**src/rtl/virtual_region_table_allocator_assert.svh**
```systemverilog
// Assertion macros used by the allocator top level.
`ifndef VIRTUAL_REGION_TABLE_ALLOCATOR_ASSERT_SVH
`define VIRTUAL_REGION_TABLE_ALLOCATOR_ASSERT_SVH

// Same-cycle implication, checked only outside reset.
`define VRTA_ASSERT_NOW(lbl, ante, cons, msg) \
	lbl: assert property (@(posedge clk) disable iff (!arst_n) (ante) |-> (cons)) \
		else $error(msg);

// Next-cycle implication, checked only outside reset.
`define VRTA_ASSERT_NEXT(lbl, ante, cons, msg) \
	lbl: assert property (@(posedge clk) disable iff (!arst_n) (ante) |=> (cons)) \
		else $error(msg);

`endif

```
**src/rtl/vrta_pkg.sv**
```systemverilog
// Shared constants, types and codes of the region table allocator.
package vrta_pkg;
	localparam int TABLE_ENTRIES = 512;
	localparam int PAGE_BYTES    = 4096;
	localparam int PAGE_SH       = $clog2(PAGE_BYTES);
	localparam int IDX_W         = $clog2(TABLE_ENTRIES);
	localparam int ADDR_W        = 32;
	localparam int PAGES_W       = 21;
	localparam int BYTES_W       = PAGES_W + PAGE_SH;
	localparam logic [PAGES_W-1:0] PAGES_MAX = {PAGES_W{1'b1}};

	typedef enum logic [1:0] {
		OP_ALLOC   = 2'd0,
		OP_RELEASE = 2'd1,
		OP_CHECK   = 2'd2,
		OP_NONE    = 2'd3
	} opcode_t;

	typedef enum logic [1:0] {
		ST_OK        = 2'd0,
		ST_FULL      = 2'd1,
		ST_NOT_FOUND = 2'd2
	} status_t;

	typedef enum logic [1:0] {
		S_IDLE,
		S_RUN,
		S_HOLD
	} state_t;

	typedef struct packed {
		logic [ADDR_W-1:0]  start;
		logic [PAGES_W-1:0] pages;
	} entry_t;
endpackage

```
**src/rtl/vrta_cell.sv**
```systemverilog
// One table entry of the rotating region ring.
module vrta_cell
	import vrta_pkg::*;
(
	input  logic   clk,
	input  logic   arst_n,
	input  logic   en,
	input  entry_t d,
	output entry_t q
);
	entry_t q_q;

	always_ff @(posedge clk or negedge arst_n) begin
		if (!arst_n) begin
			q_q <= '0;
		end else if (en) begin
			q_q <= d;
		end
	end

	assign q = q_q;
endmodule

```
**config.mk**
```make
export PLATFORM = sky130hd
export DESIGN_NAME = vrta_cell
export DESIGN_NICKNAME = d
export VERILOG_FILES = /design/src/rtl/virtual_region_table_allocator_assert.svh /design/src/rtl/vrta_pkg.sv /design/src/rtl/vrta_cell.sv
export SDC_FILE = /design/constraint.sdc
export NUM_CORES = 1
export LEC_CHECK = 0
export ABC_CLOCK_PERIOD_IN_PS = 800
export BUFFER_PORTS_ARGS = -buffer_cell sky130_fd_sc_hd__buf_4
export CORE_MARGIN = 2
export CORE_UTILIZATION = 41
export CTS_CLUSTER_DIAMETER = 200
export CTS_CLUSTER_SIZE = 40
export DETAILED_ROUTE_END_ITERATION = 16
export HOLD_SLACK_MARGIN = 0.02
export PLACE_DENSITY = 0.72
export SLEW_MARGIN = 5
export SYNTH_ARGS = -nofsm -noshare
export SYNTH_HDL_FRONTEND = slang
export SYNTH_SLANG_ARGS = --single-unit
```
**constraint.sdc**
```tcl
create_clock -name clk -period 0.8 [get_ports clk]
set_input_delay 0.04 -clock clk [delete_from_list [all_inputs] [get_ports clk]]
set_output_delay 0.04 -clock clk [all_outputs]
set_load 0.05 [all_outputs]
```
# Word-level counts from Yosys, hierarchy flattened
# Cells that the tools add are included.
word_totals:
  ff_bits: 53
  latchBits: 0
  ram_bits: 0
  romBits: 0
  in_bits: 56
  out_inout_bits: 53
  mem_count: 0
op_classes:
  addsub: 0
  n_mul: 0
  div: 0
  magnitude_cmp: 0
  eq_ne: 0
  n_shift: 0
  mux: 0
  bitwise: 0
  n_reduce_logical: 0

# Longest topological paths before layout
# Gate-level depths: netlist (run 1).
logic_depth:
  word_depth: 0
  mapped_depth: 3

# Worst setup path after synthesis (run 1)
# No wires, ideal clock.
synth_timing:
  path_type: "register to register"
  from: "reg q[0] (netlist name)"
  to: "reg q_q (netlist bit q[0])"
  setup_ps: 125
  t_arrival_ps: 869
  slack_ps: -194
  path_stages_with_launch: 2
  path_buffers: 0
  period_less_slack_ps: 994
  cell_sequence: "dfrtp_1 > mux2_4"
synth_lines:
  columns: ["element", "line", "text"]
  rows:
  - ["end signal, assigned", "vrta_cell.sv:15", "q_q <= '0;"]
  - ["end signal, assigned", "vrta_cell.sv:17", "q_q <= d;"]
  - ["end, declared", "vrta_cell.sv:11", "entry_t q_q;"]

# Worst setup path in the final report (run 1)
layout_timing:
  from: "reg q_q (netlist bit q[25])"
  to: "out q[25] (netlist bit)"
layout_lines:
  columns: ["element", "line", "text"]
  rows:
  - ["end, declared", "vrta_cell.sv:9", "output entry_t q"]
# No word-level cell between the ends.

==> key figures, run 1 <==
STA
  – Post-route clock skew: 0 ns
  – Hold Vio Cnt, Final: 0
  – Fmax: 1070 MHz
  – RSZ-0062 raised after global routing: yes
  – Setup_tns: -7.31 ns
  – Tcrit/Tclk final: 1.17
  – Actual slew at the worst max-slew pin: 0.279 ns
  – Worst hold slack: 0.0717 ns
  – Max-slew violations: 0
  – Worst Setup Slack, final: -0.138 ns
  – Worst slew margin: 0.814
  – Minimum clock period: 0.938 ns
  – Final Setup Violations: 69

Worst setup path
  – Slowest cell on the critical path: dfrtp_2
  – Startpoint types: flip-flop
  – WS Path Type: reg2out
  – Buf+Inv Stages, Crit Path: 1
  – R2R Path Start: q[25]
  – CP arrival: 0.90 ns
  – CP startpoint: q[25]
  – Required time of the critical path: 0.76 ns
  – CP Capture Type: primary output
  – Max incr delay on CP: 0.43 ns
  – Crit path max fanout: 2
  – CP Cell Sequence: buf_6
  – Kind of cell adding the most delay to the critical path: flip-flops

Synthesis
  – Ys Warns: 0
  – Post-Syn Area per Cell: 19.8 um2
  – Post-synth cell types: 5
  – Synthesized area: 2220 um2
  – #FFs+latches synth: 53
  – Sequential area share after synthesis: 0.597
  – Syn_nets: 168
  – Gate Count Post-Synth: 112

Power and ir drop
  – Max IR drop VDD: 0.00115 V
  – Pwr per Cell Area: 1820 nW/um2
  – Tot Pwr: 7430 uW
  – Leak Pwr: 0.00193 uW

Drt
  – Initial DRC Count: 32
  – Antenna-violating nets left: 0
  – Routed wire per std cell: 16.0 um
  – Routed WL: 5720 um
  – DRC errors left: 0
  – First drt pass iteration count: 3
  – Total number of vias: 1,585
  – Via density: 4.43

GRT
  – Largest net degree at the start of global routing: 54
  – Initial antenna violation count: 0
  – Grt ovf: 0
  – Global-route wire length before repair: 8990 um
  – GRT Total Usage: 0.194
  – Number of global-route vias before repair: 1,816

Clock tree
  – Max clock buf depth: 2
  – Clock Sinks: 53
  – CTS root buf: clkbuf_8
  – CTS tree: yes
  – Clk Latency, worst-skew pair: 0.31 ns
  – Total clock buffers created by CTS: 5
  – Worst-path clk slew: 0.09 ns
  – H-tree level count: 2

Floorplanning
  – Die area: 6020 um2
  – Die Span Y: 77.6 um
  – Core area: 5170 um2
  – # rows: 26
  – Die X: 77.6 um
  – Starting Density: 0.430
  – Number of I/O pins: 109

Finish
  – Most common cell after layout, fill and taps aside: buf_6
  – FF/Latch Area: 1390 um2
  – Max reg flops: 53
  – Ant. Diodes: 0
  – Fin util: 0.787
  – Fillers: 291
  – Area grow syn2layout: 83.2%
  – Layout cells sized above 1: 0.813
  – Footprint of the multi-input gates: 788 um2
  – Most frequent cells in the layout: buf_6 (60), buf_4 (56), dlygate4sd3_1 (54), dfrtp_2 (53), mux2_4 (51)
  – Nets@finish: 343

Outcome
  – Status: finished with violations
  – Failing checks: setup timing

Flow run
  – Max-cap violations: 0

Place
  – Count of input and output buffers: 108
  – Gpl congestion: 0.716
  – Post-DP HPWL: 3300 um
  – Post-Place Worst Slack: -0.0469 ns

Worst hold path
  – Hold Path Origin: en
  – Hold Crit Class: in2reg
-- per-stage QoR --
step / instances / instance area, um2
floorplan: 112 / 2290
global placement: 289 / 3160
detailed placement: 289 / 3160
CTS: 354 / 4020
global route: 358 / 4070
finish: 358 / 4070
-- repair_timing --
item / in CTS / in global routing
cloned: 0 / 0
resized for setup: 55 / 6
pin swaps: 0 / 0
hold endpoints to repair: 106 / 0
setup endpoints to repair: 53 / 104
hold buffers: 54 / 0
buffers inserted: 3 / 4
-- where the power goes --
group	leakage (uW)	switching, uW	total, uW	internal, uW
clock network	0.0000439	851	1460	605
logic	0.00132	1410	2760	1350
registers	0.000566	221	3220	3000
-- cell usage after synthesis --
cell	count	area [um2]
buf_6	1	11.3
buf_12	5	100
mux2_4	50	751
mux2_2	3	33.8
dfrtp_1	53	1330
-- final timing paths --
path                       slack [ns]     to  cells past startpoint
setup reg to reg                -0.12  q[25]                      2
hold / removal                   0.07  q[18]                      2
max in group asynchronous        0.29  q[36]                      3
min in group asynchronous        0.24  q[10]                      3
hold reg to reg                  0.53  q[37]                      1
setup / recovery                -0.14  q[25]                      1
-- cells by family (layout without fill, tap and decap cells) --
| logic type | count (synthesis) | after routing | share of synthesized area |
|---|---|---|---|
| buf+inv | 6 | 182 | 0.0501 |
| flops | 53 | 53 | 0.597 |
| mux | 53 | 53 | 0.353 |
-- cell type report --
type / instances / share of cell area
flip-flops and latches: 53 / 0.342
multi-input cells: 53 / 0.194
clock buffers: 5 / 0.0169
well taps: 70 / 0.0215
repair buffers: 174 / 0.422
clock inverters: 3 / 0.00430
-- per-layer routing --
layer,vias to the layer above,GRT usage,wire length (um),part of all wire
met1,785,0.213,2190,0.38
met5,-,0,0,0
met2,57,0.357,3150,0.55
li1,734,-,-,-
met3,9,0.0477,277,0.048
met4,0,0.0732,98,0.017
Note: power is estimated with default switching activity, not from simulation.
==> run 2, diff against run 1 <==
- ABC_CLOCK_PERIOD_IN_PS: 800 -> 1090
- CORE_UTILIZATION: 41 -> 44
- PLACE_DENSITY: 0.72 -> 0.74
- clock period: 0.8 -> 1.09 ns (I/O delays scaled with it)
==> key figures, run 2 (synthesized netlist as in run 1, its figures left out) <==
STA
  – Worst slew margin: 0.814
  – Minimum clock period: 0.961 ns
  – Fmax: 1040 MHz
  – Final Setup Violations: 0
  – Actual slew at the worst max-slew pin: 0.279 ns
  – Max-slew violations: 0
  – Setup_tns: 0 ns
  – Post-route clock skew: 0 ns
  – Hold Vio Cnt, Final: 0
  – Tcrit/Tclk final: 0.882
  – RSZ-0062 raised after global routing: no

Clock tree
  – Max clock buf depth: 2
  – Worst-path clk slew: 0.09 ns
  – Clk Latency, worst-skew pair: 0.29 ns
  – H-tree level count: 2
  – CTS root buf: clkbuf_8
  – Clock Sinks: 53
  – Total clock buffers created by CTS: 5
  – CTS tree: yes

GRT
  – Largest net degree at the start of global routing: 54
  – Number of global-route vias before repair: 1,689
  – GR met1 Demand/Resource: 0.243
  – GRT Total Usage: 0.200
  – Initial antenna violation count: 0
  – Global-route wire length before repair: 8340 um
  – Grt ovf: 0
  – Met2 Use GR: 0.344
  – GRT Max-Usage Layer: met2
  – Met3 Use GR: 0.0442

Floorplanning
  – # rows: 25
  – Number of I/O pins: 109
  – Die X: 75.1 um
  – Die area: 5630 um2
  – Die Span Y: 75.1 um
  – Core area: 4790 um2
  – Starting Density: 0.464

Place
  – Gpl congestion: 0.716
  – Post-DP HPWL: 3540 um
  – Placed Area: 3090 um2
  – Count of input and output buffers: 108

Outcome
  – Status: finished clean

Worst setup path
  – Slowest cell on the critical path: dfrtp_1
  – CP Capture Type: primary output
  – Startpoint types: flip-flop
  – Required time of the critical path: 1.04 ns
  – Max incr delay on CP: 0.41 ns
  – Buf+Inv Stages, Crit Path: 1
  – Kind of cell adding the most delay to the critical path: flip-flops
  – Crit path max fanout: 2
  – CP Cell Sequence: buf_4
  – CP arrival: 0.91 ns
  – WS Path Type: reg2out

Finish
  – Ant. Diodes: 0
  – FF/Latch Area: 1330 um2
  – Final Cell Area: 3760 um2
  – Area grow syn2layout: 69.2%
  – Fillers: 277
  – Nets@finish: 335
  – Max reg flops: 53
  – Footprint of the multi-input gates: 785 um2
  – Layout cells sized above 1: 0.618
  – Most common cell after layout, fill and taps aside: buf_4
  – Most frequent cells in the layout: buf_4 (108), dlygate4sd3_1 (54), dfrtp_1 (53), mux2_4 (50), clkbuf_8 (5)

Power and ir drop
  – Pwr per Cell Area: 1500 nW/um2
  – Max IR drop VDD: 0.000919 V
  – Leak Pwr: 0.00189 uW

Drt
  – Total number of vias: 1,566
  – Initial DRC Count: 47
  – Via density: 4.51
  – Antenna-violating nets left: 0
  – Routed wire per std cell: 16.2 um
  – Routed WL: 5610 um
  – DRC errors left: 0
  – First drt pass iteration count: 4

Flow run
  – Max-cap violations: 0

Worst hold path
  – Hold Crit Class: in2reg
[run 2: layout make-up]
cell class | count | area share
clock buffers | 5 | 0.0183
clock inverters | 3 | 0.0173
multi-input cells | 53 | 0.209
flip-flops and latches | 53 | 0.353
well taps | 67 | 0.0223
repair buffers | 166 | 0.381
[run 2: repair_timing]
action,CTS,global route
endpoints found under the hold margin,106,0
resized for setup,0,0
hold buffers,54,0
setup buffers,0,0
[run 2: per-layer routing]
layer	share of wire	vias to the layer above
met5	0	-
met4	0.021	0
met3	0.057	10
met2	0.53	70
met1	0.39	764
li1	-	722
[run 2: path summary, 6_finish.rpt]
path,depth (start not counted),slack (ns),startpoint,endpoint
min in group asynchronous,3,0.26,arst_n,q[9]
setup reg to reg,1,0.29,q[0],q[0]
setup / recovery,1,0.13,q[46],q[46]
hold reg to reg,1,0.52,q[31],q[31]
hold / removal,2,0.14,en,q[48]
max in group asynchronous,3,0.59,arst_n,q[38]
[run 2: metrics by stage]
| stage | power, uW | util | instances | hold slack [ns] | setup WS [ns] |
|---|---|---|---|---|---|
| after floorplan | 3410 | - | 112 | -0.241 | 0.0957 |
| after global placement | 3960 | 0.645 | 285 | 0.0447 | 0.203 |
| after detailed placement | 4000 | 0.645 | 285 | 0.0527 | 0.181 |
| after CTS | 5680 | 0.786 | 347 | 0.136 | 0.118 |
| after global routing | 5850 | 0.786 | 347 | 0.137 | 0.0898 |
| final | 5650 | 0.786 | 347 | 0.142 | 0.129 |
[run 2: report_power, final]
group | leakage [uW] | internal (uW) | switching, uW
Sequential | 0.000620 | 2160 | 129
Clock | 0.0000681 | 912 | 620
Combinational | 0.00120 | 812 | 1020
Total | 0.00189 | 3890 | 1770
