===== src/rtl/virtual_region_table_allocator_assert.svh =====
// Assertion macros used by the allocator top level.
`ifndef VIRTUAL_REGION_TABLE_ALLOCATOR_ASSERT_SVH
`define VIRTUAL_REGION_TABLE_ALLOCATOR_ASSERT_SVH

// Same-cycle implication, checked only outside reset.
`define VRTA_ASSERT_NOW(lbl, ante, cons, msg) \
	lbl: assert property (@(posedge clk) disable iff (!arst_n) (ante) |-> (cons)) \
		else $error(msg);

// Next-cycle implication, checked only outside reset.
`define VRTA_ASSERT_NEXT(lbl, ante, cons, msg) \
	lbl: assert property (@(posedge clk) disable iff (!arst_n) (ante) |=> (cons)) \
		else $error(msg);

`endif


===== src/rtl/vrta_pkg.sv =====
// Shared constants, types and codes of the region table allocator.
package vrta_pkg;
	localparam int TABLE_ENTRIES = 512;
	localparam int PAGE_BYTES    = 4096;
	localparam int PAGE_SH       = $clog2(PAGE_BYTES);
	localparam int IDX_W         = $clog2(TABLE_ENTRIES);
	localparam int ADDR_W        = 32;
	localparam int PAGES_W       = 21;
	localparam int BYTES_W       = PAGES_W + PAGE_SH;
	localparam logic [PAGES_W-1:0] PAGES_MAX = {PAGES_W{1'b1}};

	typedef enum logic [1:0] {
		OP_ALLOC   = 2'd0,
		OP_RELEASE = 2'd1,
		OP_CHECK   = 2'd2,
		OP_NONE    = 2'd3
	} opcode_t;

	typedef enum logic [1:0] {
		ST_OK        = 2'd0,
		ST_FULL      = 2'd1,
		ST_NOT_FOUND = 2'd2
	} status_t;

	typedef enum logic [1:0] {
		S_IDLE,
		S_RUN,
		S_HOLD
	} state_t;

	typedef struct packed {
		logic [ADDR_W-1:0]  start;
		logic [PAGES_W-1:0] pages;
	} entry_t;
endpackage


===== src/rtl/vrta_ctrl.sv =====
// Sequencer at the head of the ring: runs one full rotation per operation.
module vrta_ctrl
	import vrta_pkg::*;
(
	input  logic                clk,
	input  logic                arst_n,
	input  logic                in_valid,
	output logic                in_stall,
	input  logic [1:0]          opcode,
	input  logic [ADDR_W-1:0]   request_bytes,
	input  logic [ADDR_W-1:0]   query_address,
	output logic                out_valid,
	input  logic                out_stall,
	output logic [1:0]          status,
	output logic [ADDR_W-1:0]   result_address,
	output logic [PAGES_W-1:0]  page_count,
	output logic                legitimate,
	input  logic                cfg_valid,
	output logic                cfg_ready,
	input  logic [ADDR_W-1:0]   pool_base,
	input  entry_t              head,
	input  entry_t              next,
	output entry_t              tail,
	output logic                shift
);
	state_t state_q, state_d;
	logic [IDX_W-1:0]   idx_q;
	opcode_t            op_q;
	logic [ADDR_W-1:0]  addr_q;
	logic [PAGES_W-1:0] req_q;
	logic [ADDR_W-1:0]  base_q;
	logic [ADDR_W-1:0]  prev_end_q;
	logic               found_q, compact_q;
	logic [ADDR_W-1:0]  res_addr_q;
	logic [PAGES_W-1:0] res_pages_q;

	logic               out_valid_q;
	logic [1:0]         status_q;
	logic [ADDR_W-1:0]  result_address_q;
	logic [PAGES_W-1:0] page_count_q;
	logic               legitimate_q;

	logic               accept, last, out_free, load_out;
	logic [ADDR_W:0]    round_sum;
	logic [ADDR_W:0]    pages_raw;
	logic [PAGES_W-1:0] req_pages;
	logic [PAGES_W-1:0] hp;
	logic               occupied;
	logic [BYTES_W-1:0] hbytes;
	logic [ADDR_W-1:0]  offset;
	logic               alloc_hit, rel_hit, chk_hit;
	entry_t             tail_d;

	assign accept   = in_valid && !in_stall;
	assign last     = idx_q == IDX_W'(TABLE_ENTRIES - 1);
	assign out_free = !(out_valid_q && out_stall);
	// The result loads after the rotation, once the last entry's outcome is registered.
	assign load_out = state_q == S_HOLD && out_free;

	// Round up to whole pages, at least one, saturating at the field width.
	assign round_sum = {1'b0, request_bytes} + (ADDR_W+1)'(PAGE_BYTES - 1);
	assign pages_raw = round_sum >> PAGE_SH;
	always_comb begin
		if (pages_raw == '0) begin
			req_pages = PAGES_W'(1);
		end else if (pages_raw > (ADDR_W+1)'(PAGES_MAX)) begin
			req_pages = PAGES_MAX;
		end else begin
			req_pages = pages_raw[PAGES_W-1:0];
		end
	end

	// Entry zero is always one page long.
	assign hp       = (idx_q == '0) ? PAGES_W'(1) : head.pages;
	assign occupied = hp != '0;
	assign hbytes   = {hp, {PAGE_SH{1'b0}}};
	assign offset   = addr_q - head.start;

	assign alloc_hit = op_q == OP_ALLOC && !found_q && idx_q != '0 && !occupied;
	assign rel_hit   = op_q == OP_RELEASE && !found_q && idx_q != '0 && occupied
		&& head.start == addr_q;
	assign chk_hit   = occupied && ({{(BYTES_W-ADDR_W){1'b0}}, offset} < hbytes);

	// Once the released entry is dropped, each slot takes its upper neighbor.
	always_comb begin
		tail_d.start = head.start;
		tail_d.pages = hp;
		if (compact_q || rel_hit) begin
			tail_d = last ? '0 : next;
		end else if (alloc_hit) begin
			tail_d.start = prev_end_q;
			tail_d.pages = req_q;
		end
	end
	assign tail = tail_d;

	always_comb begin
		state_d = state_q;
		case (state_q)
			S_IDLE: begin
				if (accept) state_d = S_RUN;
			end
			S_RUN: begin
				if (last) state_d = S_HOLD;
			end
			S_HOLD: begin
				if (out_free) state_d = S_IDLE;
			end
			default: state_d = S_IDLE;
		endcase
	end

	always_comb begin
		in_stall  = 1'b1;
		cfg_ready = 1'b0;
		shift     = 1'b0;
		case (state_q)
			S_IDLE: begin
				in_stall  = 1'b0;
				cfg_ready = 1'b1;
			end
			S_RUN: begin
				shift = 1'b1;
			end
			S_HOLD: begin
				in_stall = 1'b1;
			end
			default: in_stall = 1'b1;
		endcase
	end

	always_ff @(posedge clk or negedge arst_n) begin
		if (!arst_n) begin
			state_q     <= S_IDLE;
			idx_q       <= '0;
			base_q      <= '0;
			found_q     <= 1'b0;
			compact_q   <= 1'b0;
			out_valid_q <= 1'b0;
		end else begin
			state_q <= state_d;
			if (cfg_valid && cfg_ready) begin
				base_q <= pool_base;
			end
			if (accept) begin
				idx_q     <= '0;
				found_q   <= opcode == OP_CHECK && query_address == base_q;
				compact_q <= 1'b0;
			end else if (shift) begin
				idx_q <= idx_q + IDX_W'(1);
				if (alloc_hit || rel_hit || (op_q == OP_CHECK && chk_hit)) begin
					found_q <= 1'b1;
				end
				if (rel_hit) begin
					compact_q <= 1'b1;
				end
			end
			if (load_out) begin
				out_valid_q <= 1'b1;
			end else if (!out_stall) begin
				out_valid_q <= 1'b0;
			end
		end
	end

	always_ff @(posedge clk) begin
		if (accept) begin
			op_q   <= opcode_t'(opcode);
			addr_q <= query_address;
			req_q  <= req_pages;
		end
		if (shift) begin
			prev_end_q <= head.start + hbytes[ADDR_W-1:0];
			if (alloc_hit) begin
				res_addr_q  <= prev_end_q;
				res_pages_q <= req_q;
			end else if (rel_hit) begin
				res_addr_q  <= head.start;
				res_pages_q <= head.pages;
			end
		end
		if (load_out) begin
			status_q         <= ST_OK;
			result_address_q <= '0;
			page_count_q     <= '0;
			legitimate_q     <= 1'b0;
			case (op_q)
				OP_ALLOC: begin
					if (found_q) begin
						result_address_q <= res_addr_q;
						page_count_q     <= res_pages_q;
					end else begin
						status_q <= ST_FULL;
					end
				end
				OP_RELEASE: begin
					if (found_q) begin
						result_address_q <= res_addr_q;
						page_count_q     <= res_pages_q;
					end else begin
						status_q <= ST_NOT_FOUND;
					end
				end
				OP_CHECK: begin
					legitimate_q <= found_q;
				end
				default: status_q <= ST_OK;
			endcase
		end
	end

	assign out_valid      = out_valid_q;
	assign status         = status_q;
	assign result_address = result_address_q;
	assign page_count     = page_count_q;
	assign legitimate     = legitimate_q;
endmodule


===== config.mk =====
export PLATFORM = sky130hd
export DESIGN_NAME = vrta_ctrl
export DESIGN_NICKNAME = d
export VERILOG_FILES = /design/src/rtl/virtual_region_table_allocator_assert.svh /design/src/rtl/vrta_pkg.sv /design/src/rtl/vrta_ctrl.sv
export SDC_FILE = /design/constraint.sdc
export NUM_CORES = 1
export LEC_CHECK = 0
export ABC_AREA = 1
export BUFFER_PORTS_ARGS = -buffer_cell sky130_fd_sc_hd__buf_2
export CORE_MARGIN = 3
export CORE_UTILIZATION = 50
export DETAILED_ROUTE_END_ITERATION = 10
export GPL_TIMING_DRIVEN = 0
export HOLD_SLACK_MARGIN = 0.02
export PLACE_DENSITY = 0.75
export SLEW_MARGIN = 20
export SYNTH_ARGS = -nofsm -noshare
export SYNTH_HDL_FRONTEND = slang
export SYNTH_SLANG_ARGS = --single-unit

===== constraint.sdc =====
create_clock -name clk -period 8.2 [get_ports clk]
set_input_delay 0.41 -clock clk [delete_from_list [all_inputs] [get_ports clk]]
set_output_delay 0.41 -clock clk [all_outputs]
set_load 0.05 [all_outputs]

# After elaboration in Yosys (flattened, before gate mapping)
# Cells that the tools add are included.
word_totals:
  word_cells: 101
  in_bits: 209
  out_inout_bits: 113
  ff_bits: 242
op_classes:
  order_cmp: 2
  n_mux: 29
  eq_ne: 12
  n_reduce_logical: 37
  addsub: 4
ops:
  columns: ["op", "count"]
  rows:
  - ["2-to-1 mux 53 bit", 3]
  - ["2-to-1 mux 21 bit", 4]
  - ["== test 32 bit", 2]
  - ["2-to-1 mux 32 bit", 2]
  - ["adder 32 x 12 -> 33 bit, second input constant", 1]
  - ["zero test 33 bit", 1]
  - ["< comparator 32 x 33 -> 1 bit", 1]
  - ["adder 32 bit", 1]
  - ["subtractor 32 bit", 1]
  - ["greater-than comparator 21 bit, second input constant", 1]
  - ["nonzero test 21 bit", 1]
  - ["2-to-1 mux 9 bit", 2]
  - ["logical AND 1 bit", 14]
  - ["2-to-1 mux 1 bit", 12]
  - ["adder 9 x 1 -> 9 bit, second input constant", 1]
  - ["== test 9 bit, second input constant", 1]
  - ["zero test 9 bit", 1]
  - ["nonzero test 9 bit", 1]
  - ["2-to-1 mux 2 bit", 4]
  - ["AND reduction 2 bit", 4]
  - ["nonzero test 2 bit", 4]
  - ["== test 2 bit, second input constant", 3]
  - ["!= test 2 bit, second input constant", 3]
  - ["one-hot mux 2 bit (3 select lines)", 1]
  - ["8 further kinds", 15]

# Longest topological paths before layout
# Gate-level depths: netlist of run 1.
logic_depth:
  ltp_word: 10
  ltp_mapped: 24
  mapped_depth_nobuf: 24

# Worst setup path after synthesis of run 1
# OpenSTA, ideal clock, no wires.
synth_timing:
  path_kind: "register to register"
  from: "register state_q[1]"
  to: "register res_addr_q[0], enable pin"
  synth_period_minus_slack_ns: 6.243
  t_arrival_ns: 5.762
  setup_time_ns: 0.481
  slack_ns: 1.957
  path_stages_with_launch: 4
  path_buffers: 0
  required_ns: 7.719
  path_cell_list: "dfrtp_1 > nor2_1 > inv_1 > a21oi_1"
synth_via:
  elab_chain_cells: 3
synth_lines:
  columns: ["element", "line_no", "text"]
  rows:
  - ["from (decl)", "vrta_ctrl.sv:26", "state_t state_q, state_d;"]
  - ["from (signal assigned)", "vrta_ctrl.sv:141", "state_q <= state_d;"]
  - ["== test 2 x 1 -> 1 bit", "vrta_ctrl.sv:117", "case (state_q)"]
  - ["2-to-1 mux 1 bit", "vrta_ctrl.sv:117", null]
  - ["net shift", "vrta_ctrl.sv:24", "output logic shift"]
  - ["AND reduction 2 bit (no line)", null, null]
  - ["to (signal assigned)", "vrta_ctrl.sv:175", "res_addr_q <= prev_end_q;"]
  - ["to (signal assigned)", "vrta_ctrl.sv:178", "res_addr_q <= head.start;"]
  - ["to (decl)", "vrta_ctrl.sv:34", "logic [ADDR_W-1:0] res_addr_q;"]
# The timed path passes the listed nets, and every way through them passes these cells.
# A chain may end at the register's enable or synchronous reset.

==> metrics, run 1 <==
nets@finish 2,265; initial antenna violation count 3; Die Ht 175 µm; Post-synth EDFFs 196; post-DP HPWL 33.2 mm; met2 wire length 18.9 mm; clock-pin slew on the worst setup and hold paths 0.06 ns; crit end category primary output; final hold slack 0.0752 ns; slew margin rel. 38.4%; syn_nets 1,909; Fillers 2,457; GP Congestion 0.981; Avg WL per Cell 17.1 µm; Avg Cell Area, Syn 8.74 µm²; final worst setup slack 3.89 ns; Core Footprint 27,900 µm²; Avg Vias per Cell 5.21; leakage 8.23 nW; share of cells above drive strength 1 22.4%; Die Width 175 µm; Final Cycle Share 52.6%; Final Critical Period 4.31 ns; WL met3 2.93 mm; Root Driver clkbuf_16; CP Data Required Time 7.79 ns; Syn-to-layout area delta 22.0%; pre-CTS setup slack 4.06 ns; clk_lat worst skew 0.53 ns; Top FF cell, synth edfxtp_1; startpoint types register; starting density of the core 50.9%; CP Max Fanout 10; pwr dens 207 nW/µm²; port bufs 321; first-pass GRT wire length 62.6 mm; H-Tree Depth 1; die area 30,500 µm²; initial DRC count 833; setup bufs post-CTS 0; post-synthesis sequential area ratio 49.5%; post-synth cell types 45; RSZ-0062 raised after global routing false; synth warn 0; Clock Tree Buf Depth 3; Synth Register Bits 242; status completed; Final Hold Vio Count 0; clk sinks 242; GRT overflow 0; Max-cap violations 0; WP data arrival 3.90 ns; CTS tree done; Final Max Slew Viols 0; CTS Buf Count 26; DR top layer met4; Worst Hold Launch head[31]; Synth async-reset ratio 19.0%; Worst Max-Slew Pin Slew 0.918 ns; R2R Path Start idx_q[0]$_DFFE_PN0P_; Setup Skew 0.0155 ns; drt drc 0; fin cells 2,384; CP Class reg -> out; M1 WL 17.7 mm; Worst setup startpoint addr_q[29]$_DFFE_PP_; Overall Global Routing Usage 26.0%; number of global-route vias before repair 11,784; Post-DRT Antenna Nets 0; # setup viols final 0; # rows 61; post-detailed-routing wire length 40.7 mm; placed cell count 2,332; largest net degree at the start of global routing 47; Worst VDD drop 0.149 mV; drt pass-1 iters 6; total number of vias 12,419; fmax 0.232 GHz; Hold Crit Class in -> reg; post-synthesis instance area 14,200 µm²; setup total negative slack 0 ns; IO Count 322; post-synthesis cell count 1,627
-- state kept, by name, indices dropped and copies added, names as in the netlist --
signal,count
compact_q,1
res_pages_q,21
result_address,32
status,2
res_addr_q,32
req_q,21
idx_q,9
state_q,2
found_q,1
op_q,2
page_count,21
legitimate,1
prev_end_q,32
addr_q,32
base_q,32
out_valid,1
-- synth_stat cells (2+ instances only) --
| master | count | area [µm²] |
|---|---|---|
| a211oi_1 | 6 | 45.0 |
| a21boi_0 | 3 | 22.5 |
| a21o_1 | 7 | 52.6 |
| a21oi_1 | 86 | 430 |
| a21oi_2 | 30 | 263 |
| a31o_2 | 5 | 43.8 |
| a31oi_1 | 22 | 138 |
| buf_1 | 4 | 15.0 |
| buf_2 | 5 | 25.0 |
| buf_6 | 6 | 67.6 |
| clkbuf_1 | 26 | 97.6 |
| dfrtp_1 | 46 | 1150 |
| edfxtp_1 | 196 | 5890 |
| ha_1 | 72 | 901 |
| inv_1 | 258 | 968 |
| inv_2 | 4 | 15.0 |
| mux2_2 | 17 | 191 |
| nand2_1 | 288 | 1080 |
| nand2_2 | 4 | 25.0 |
| nand3_1 | 91 | 455 |
| nand3_2 | 2 | 20.0 |
| nand3b_1 | 2 | 15.0 |
| nand4_1 | 21 | 131 |
| nor2_1 | 217 | 815 |
| nor3_1 | 18 | 90.1 |
| nor4_1 | 8 | 50.1 |
| o2111ai_1 | 2 | 17.5 |
| o211ai_1 | 3 | 22.5 |
| o21a_1 | 2 | 15.0 |
| o21ai_0 | 91 | 455 |
| o21ai_1 | 2 | 10.0 |
| o21ai_2 | 2 | 17.5 |
| o21bai_1 | 2 | 15.0 |
| o22ai_1 | 3 | 18.8 |
| o31ai_1 | 3 | 22.5 |
| or2_2 | 4 | 25.0 |
| xnor2_1 | 20 | 175 |
| xor2_1 | 42 | 368 |
-- path summary, 6_finish.rpt --
| check | endpoint | cells after the start | slack, ns |
|---|---|---|---|
| max in group asynchronous | idx_q[8]$_DFFE_PN0P_ | 2 | 7.26 |
| max reg2reg | prev_end_q[28]$_DFFE_PP_ | 22 | 4.05 |
| min in group asynchronous | base_q[4]$_DFFE_PN0P_ | 2 | 0.50 |
| max | tail[16] | 11 | 3.89 |
| min | prev_end_q[10]$_DFFE_PP_ | 1 | 0.08 |
| min reg2reg | base_q[0]$_DFFE_PN0P_ | 2 | 0.52 |
-- cells in the final DEF (no fill, tap or decap), types with 5 or more instances in the layout --
cell and count:
nor3_1 18, xnor2_1 20, a211oi_1 6, buf_2 325, clkbuf_16 27, a21oi_1 84
ha_1 72, nand4_1 21, xor2_1 42, nor2_1 216, buf_6 6, inv_2 5
clkbuf_1 34, a31o_2 5, nor4_1 8, dfrtp_1 46, buf_16 5, a21oi_2 30
o21ai_0 91, inv_1 257, a21o_1 7, a31oi_1 22, edfxtp_1 196, nand2_1 288
nand3_1 91, mux2_2 17
-- worst max-delay path, stage by stage (launching register included) --
cell	delay (ns)
edfxtp_1	0.37
ha_1	0.40
nand2_1	0.17
nor4b_1	0.59
nand3b_1	0.16
nor2_1	0.19
nand2_2	0.12
nand2_2	0.31
clkbuf_1	0.47
nand3_1	0.18
o21ai_0	0.13
buf_2	0.30
-- per-layer routing --
layer | global-route usage (%) | vias up
li1 | - | 6143
met1 | 36.3 | 5697
met2 | 43.3 | 515
met3 | 3.28 | 64
met4 | 6.62 | 0
met5 | 0 | -
-- power by group --
| part | leakage, nW | switching (W) | internal [W] |
|---|---|---|---|
| combinational | 5.46 | 0.000585 | 0.000314 |
| clock | 0.407 | 0.000465 | 0.000683 |
| sequential | 2.36 | 0.0000619 | 0.00148 |
-- logic make-up (layout without fill, tap and decap cells) --
logic type / Yosys count / after routing / share of synthesized area [%]
AND/OR/NAND/NOR: 659 / 659 / 19.3
buffers and inverters: 303 / 679 / 8.35
AO/OA/AOI/OAI: 271 / 271 / 11.3
flip-flops: 242 / 242 / 49.5
adder cells (fa/ha/maj): 73 / 73 / 6.47
XOR/XNOR: 62 / 62 / 3.82
multiplexers: 17 / 17 / 1.35
other: 0 / 3 / 0
-- repair_timing --
action	CTS	global route
hold buffers	0	1
resized for setup	0	0
endpoints found under the setup margin	0	0
hold endpoints to repair	0	46
-- through the flow --
step	power [W]	util, %	area, µm²
finish	0.00359	62.1	17400
global route	0.00377	62.1	17400
CTS	0.00360	62.1	17300
floorplan	0.00218	-	14200
detailed placement	0.00245	59.0	16500
global placement	0.00243	58.4	16300
-- area by class of cell --
class	instances	area (µm²)	area share [%]
inverter	262	983	5.67
clock inverter	11	106	0.613
tap	378	473	2.73
antenna	3	7.51	0.0433
timing repair buffer	328	1780	10.2
buffer	41	205	1.18
multi-input combinational	1082	6030	34.8
clock buffer	37	733	4.22
sequential	242	7040	40.5
Note: power is estimated with default switching activity, not from simulation.
==> inputs of run 2 (changes only) <==
Settings changed: PLACE_DENSITY 0.75 to 0.78.
Clock period 8.2 ns to 3.9 ns, I/O delays scaled along.
==> run 2 against run 1 <==
Setup slack got worse by 3.8 ns. Combinational power up 120%. Largest cell class unchanged. Final cell count rose by 3.9%. First-iteration DRC count up 18%. Critical endpoint is now tail[11].
==> metrics, run 2 (same netlist as run 1, synthesis figures left out) <==
number of global-route vias before repair 12,680 (was 11,784); Sw Ratio 31.0% (about the same); Worst setup startpoint addr_q[22]$_DFFE_PP_ (was addr_q[29]$_DFFE_PP_); post-detailed-routing wire length 44.5 mm (was 40.7 mm); Final Critical Period 3.78 ns; Syn-to-layout area delta 29.2% (was 22.0%); Clock Tree Buf Depth 3 (unchanged); clk sinks 242 (unchanged); drt drc 0 (unchanged); die area 30,500 µm² (unchanged); port bufs 321 (unchanged); status completed (unchanged); CP Max Fanout 10 (unchanged); Final Max Slew Viols 0 (unchanged); Fillers 2,302 (was 2,457); Max-cap violations 0 (unchanged); worst reg2reg endpoint prev_end_q[29]$_DFFE_PP_ (was prev_end_q[28]$_DFFE_PP_); GRT overflow 0 (unchanged); fmax 0.265 GHz; Final Hold Vio Count 0 (unchanged); Post-DRT Antenna Nets 0 (unchanged); IO Count 322 (unchanged); RSZ-0062 raised after global routing true (was false); Worst VDD drop 0.450 mV (was 0.149 mV); M1 WL 18.5 mm (was 17.7 mm); final hold slack 0.0433 ns (was 0.0752 ns); sequential share of power 41.7% (was 43.0%); CP Data Required Time 3.70 ns (was 7.79 ns); Core Footprint 27,900 µm² (unchanged); share of cells above drive strength 1 21.9% (was 22.4%); # setup viols final 0 (unchanged); Final Cycle Share 96.8%; R2R Path Start idx_q[0]$_DFFE_PN0P_ (unchanged); Worst Max-Slew Pin Slew 0.927 ns (was 0.918 ns); Hold Crit Class in -> reg (unchanged); most common cell after layout, fill and taps aside buf_2 (unchanged); startpoint types register (unchanged); # rows 61 (unchanged); GP Congestion 0.961 (was 0.981); leakage 8.66 nW (was 8.23 nW); post-DP HPWL 33.7 mm (was 33.2 mm); total number of vias 13,195 (was 12,419); area of the multi-input gates 6060 µm² (was 6030 µm²); Reg area 7040 µm² (unchanged); Die Ht 175 µm (unchanged); clk_lat worst skew 0.55 ns (was 0.53 ns); combinational share of power 25.7% (was 25.0%); Root Driver clkbuf_16 (unchanged); nets@finish 2,359 (was 2,265); met2 wire length 21.2 mm (was 18.9 mm); first-pass GRT wire length 67.7 mm (was 62.6 mm); Setup Skew 0.0319 ns (was 0.0155 ns); Sw Pwr 0.00243 W (was 0.00111 W); clock share of power 32.7% (was 32.0%); largest net degree at the start of global routing 47 (unchanged); CTS Buf Count 27 (was 26); Avg Vias per Cell 5.33 (was 5.21); H-Tree Depth 1 (unchanged); Worst Hold Launch request_bytes[25] (was head[31]); initial DRC count 982 (was 833); Avg WL per Cell 18.0 µm (was 17.1 µm); drt pass-1 iters 6 (unchanged); R2R Setup Slk 0.23 ns (was 4.05 ns); pwr dens 425 nW/µm² (was 207 nW/µm²); clock-pin slew on the worst setup and hold paths 0.06 ns (about the same); WP data arrival 3.58 ns (was 3.90 ns); Worst R2R Path Depth 18 (was 22); initial antenna violation count 2 (was 3); CTS tree done (unchanged); slew margin rel. 37.7% (was 38.4%); Setup crit end tail[11] (was tail[16]); DR top layer met4 (unchanged); CP Class reg -> out (unchanged); crit end category primary output (unchanged); Int Pwr 0.00539 W (was 0.00248 W); WL met3 3.18 mm (was 2.93 mm); Die Width 175 µm (unchanged); most frequent cells in the layout buf_2, nand2_1, inv_1, nor2_1, edfxtp_1 (unchanged); setup total negative slack 0 ns (unchanged); starting density of the core 50.9% (unchanged); Overall Global Routing Usage 28.2% (was 26.0%)
-- run 2: per-stage QoR --
| stage | std cells | power (W) | util, % | instance area, µm² | worst slack (ns) |
|---|---|---|---|---|---|
| 2_1_floorplan | 1627 | 0.00457 | - | 14200 | 0.0734 |
| 3_3_place_gp | 2326 | 0.00510 | 58.4 | 16300 | -0.972 |
| 5_1_grt | 2477 | 0.00817 | 65.8 | 18400 | -0.0148 |
| 3_5_place_dp | 2332 | 0.00517 | 59.0 | 16500 | -0.265 |
| 6_report | 2477 | 0.00782 | 65.8 | 18400 | 0.125 |
| 4_1_cts | 2474 | 0.00778 | 65.6 | 18300 | 0.0522 |
-- run 2: worst min path at each step --
stage | depth (start not counted) | slack, ns | to
floorplan | 0 | -0.10 | base_q[0]$_DFFE_PN0P_
global placement | 1 | 0.39 | prev_end_q[11]$_DFFE_PP_
detailed placement | 1 | 0.39 | prev_end_q[2]$_DFFE_PP_
CTS | 2 | 0.02 | res_pages_q[6]$_DFFE_PP_
global route | 2 | 0.03 | res_pages_q[6]$_DFFE_PP_
finish | 3 | 0.04 | req_q[13]$_SDFFCE_PP0P_
-- run 2: final cells by class --
type / instances / share of cell area (%)
flip-flops and latches: 242 / 38.3
multi-input cells: 1082 / 33.0
repair buffers: 421 / 14.8
inverters: 262 / 5.36
clock buffers: 41 / 4.18
well taps: 378 / 2.57
plain buffers: 41 / 1.16
clock inverters: 8 / 0.654
diodes: 2 / 0.0272
-- run 2: routing by layer --
metal / vias to the layer above / GRT usage, %
li1: 6348 / -
met3: 107 / 3.19
met1: 6150 / 37.9
met5: - / 0
met2: 590 / 48.1
met4: 0 / 8.88
-- run 2: power by group through the flow --
stage / Clock [W] / Combinational [W] / Sequential, W
2_1_floorplan: 0 / 0.00131 / 0.00326
3_3_place_gp: 0 / 0.00182 / 0.00328
3_5_place_dp: 0 / 0.00187 / 0.00330
4_1_cts: 0.00258 / 0.00196 / 0.00325
5_1_grt: 0.00267 / 0.00221 / 0.00328
6_report: 0.00255 / 0.00201 / 0.00326
-- run 2: worst max-delay path, stage by stage, from the launching register on --
cell and delay (ns):
edfxtp_1 0.41, ha_1 0.40, nand2_1 0.09, nor2_1 0.24, nand4_1 0.21, nand3b_1 0.21
nor2_1 0.19, nand2_2 0.13, nand2_4 0.20, clkbuf_1 0.33, nand3_1 0.13, o21ai_0 0.15
buf_2 0.33
-- run 2: what timing repair did --
item | CTS | global route
hold buffers | 93 | 0
endpoints found under the setup margin | 54 | 36
gates resized for setup | 6 | 13
hold endpoints to repair | 139 | 0
buffers inserted | 0 | 1
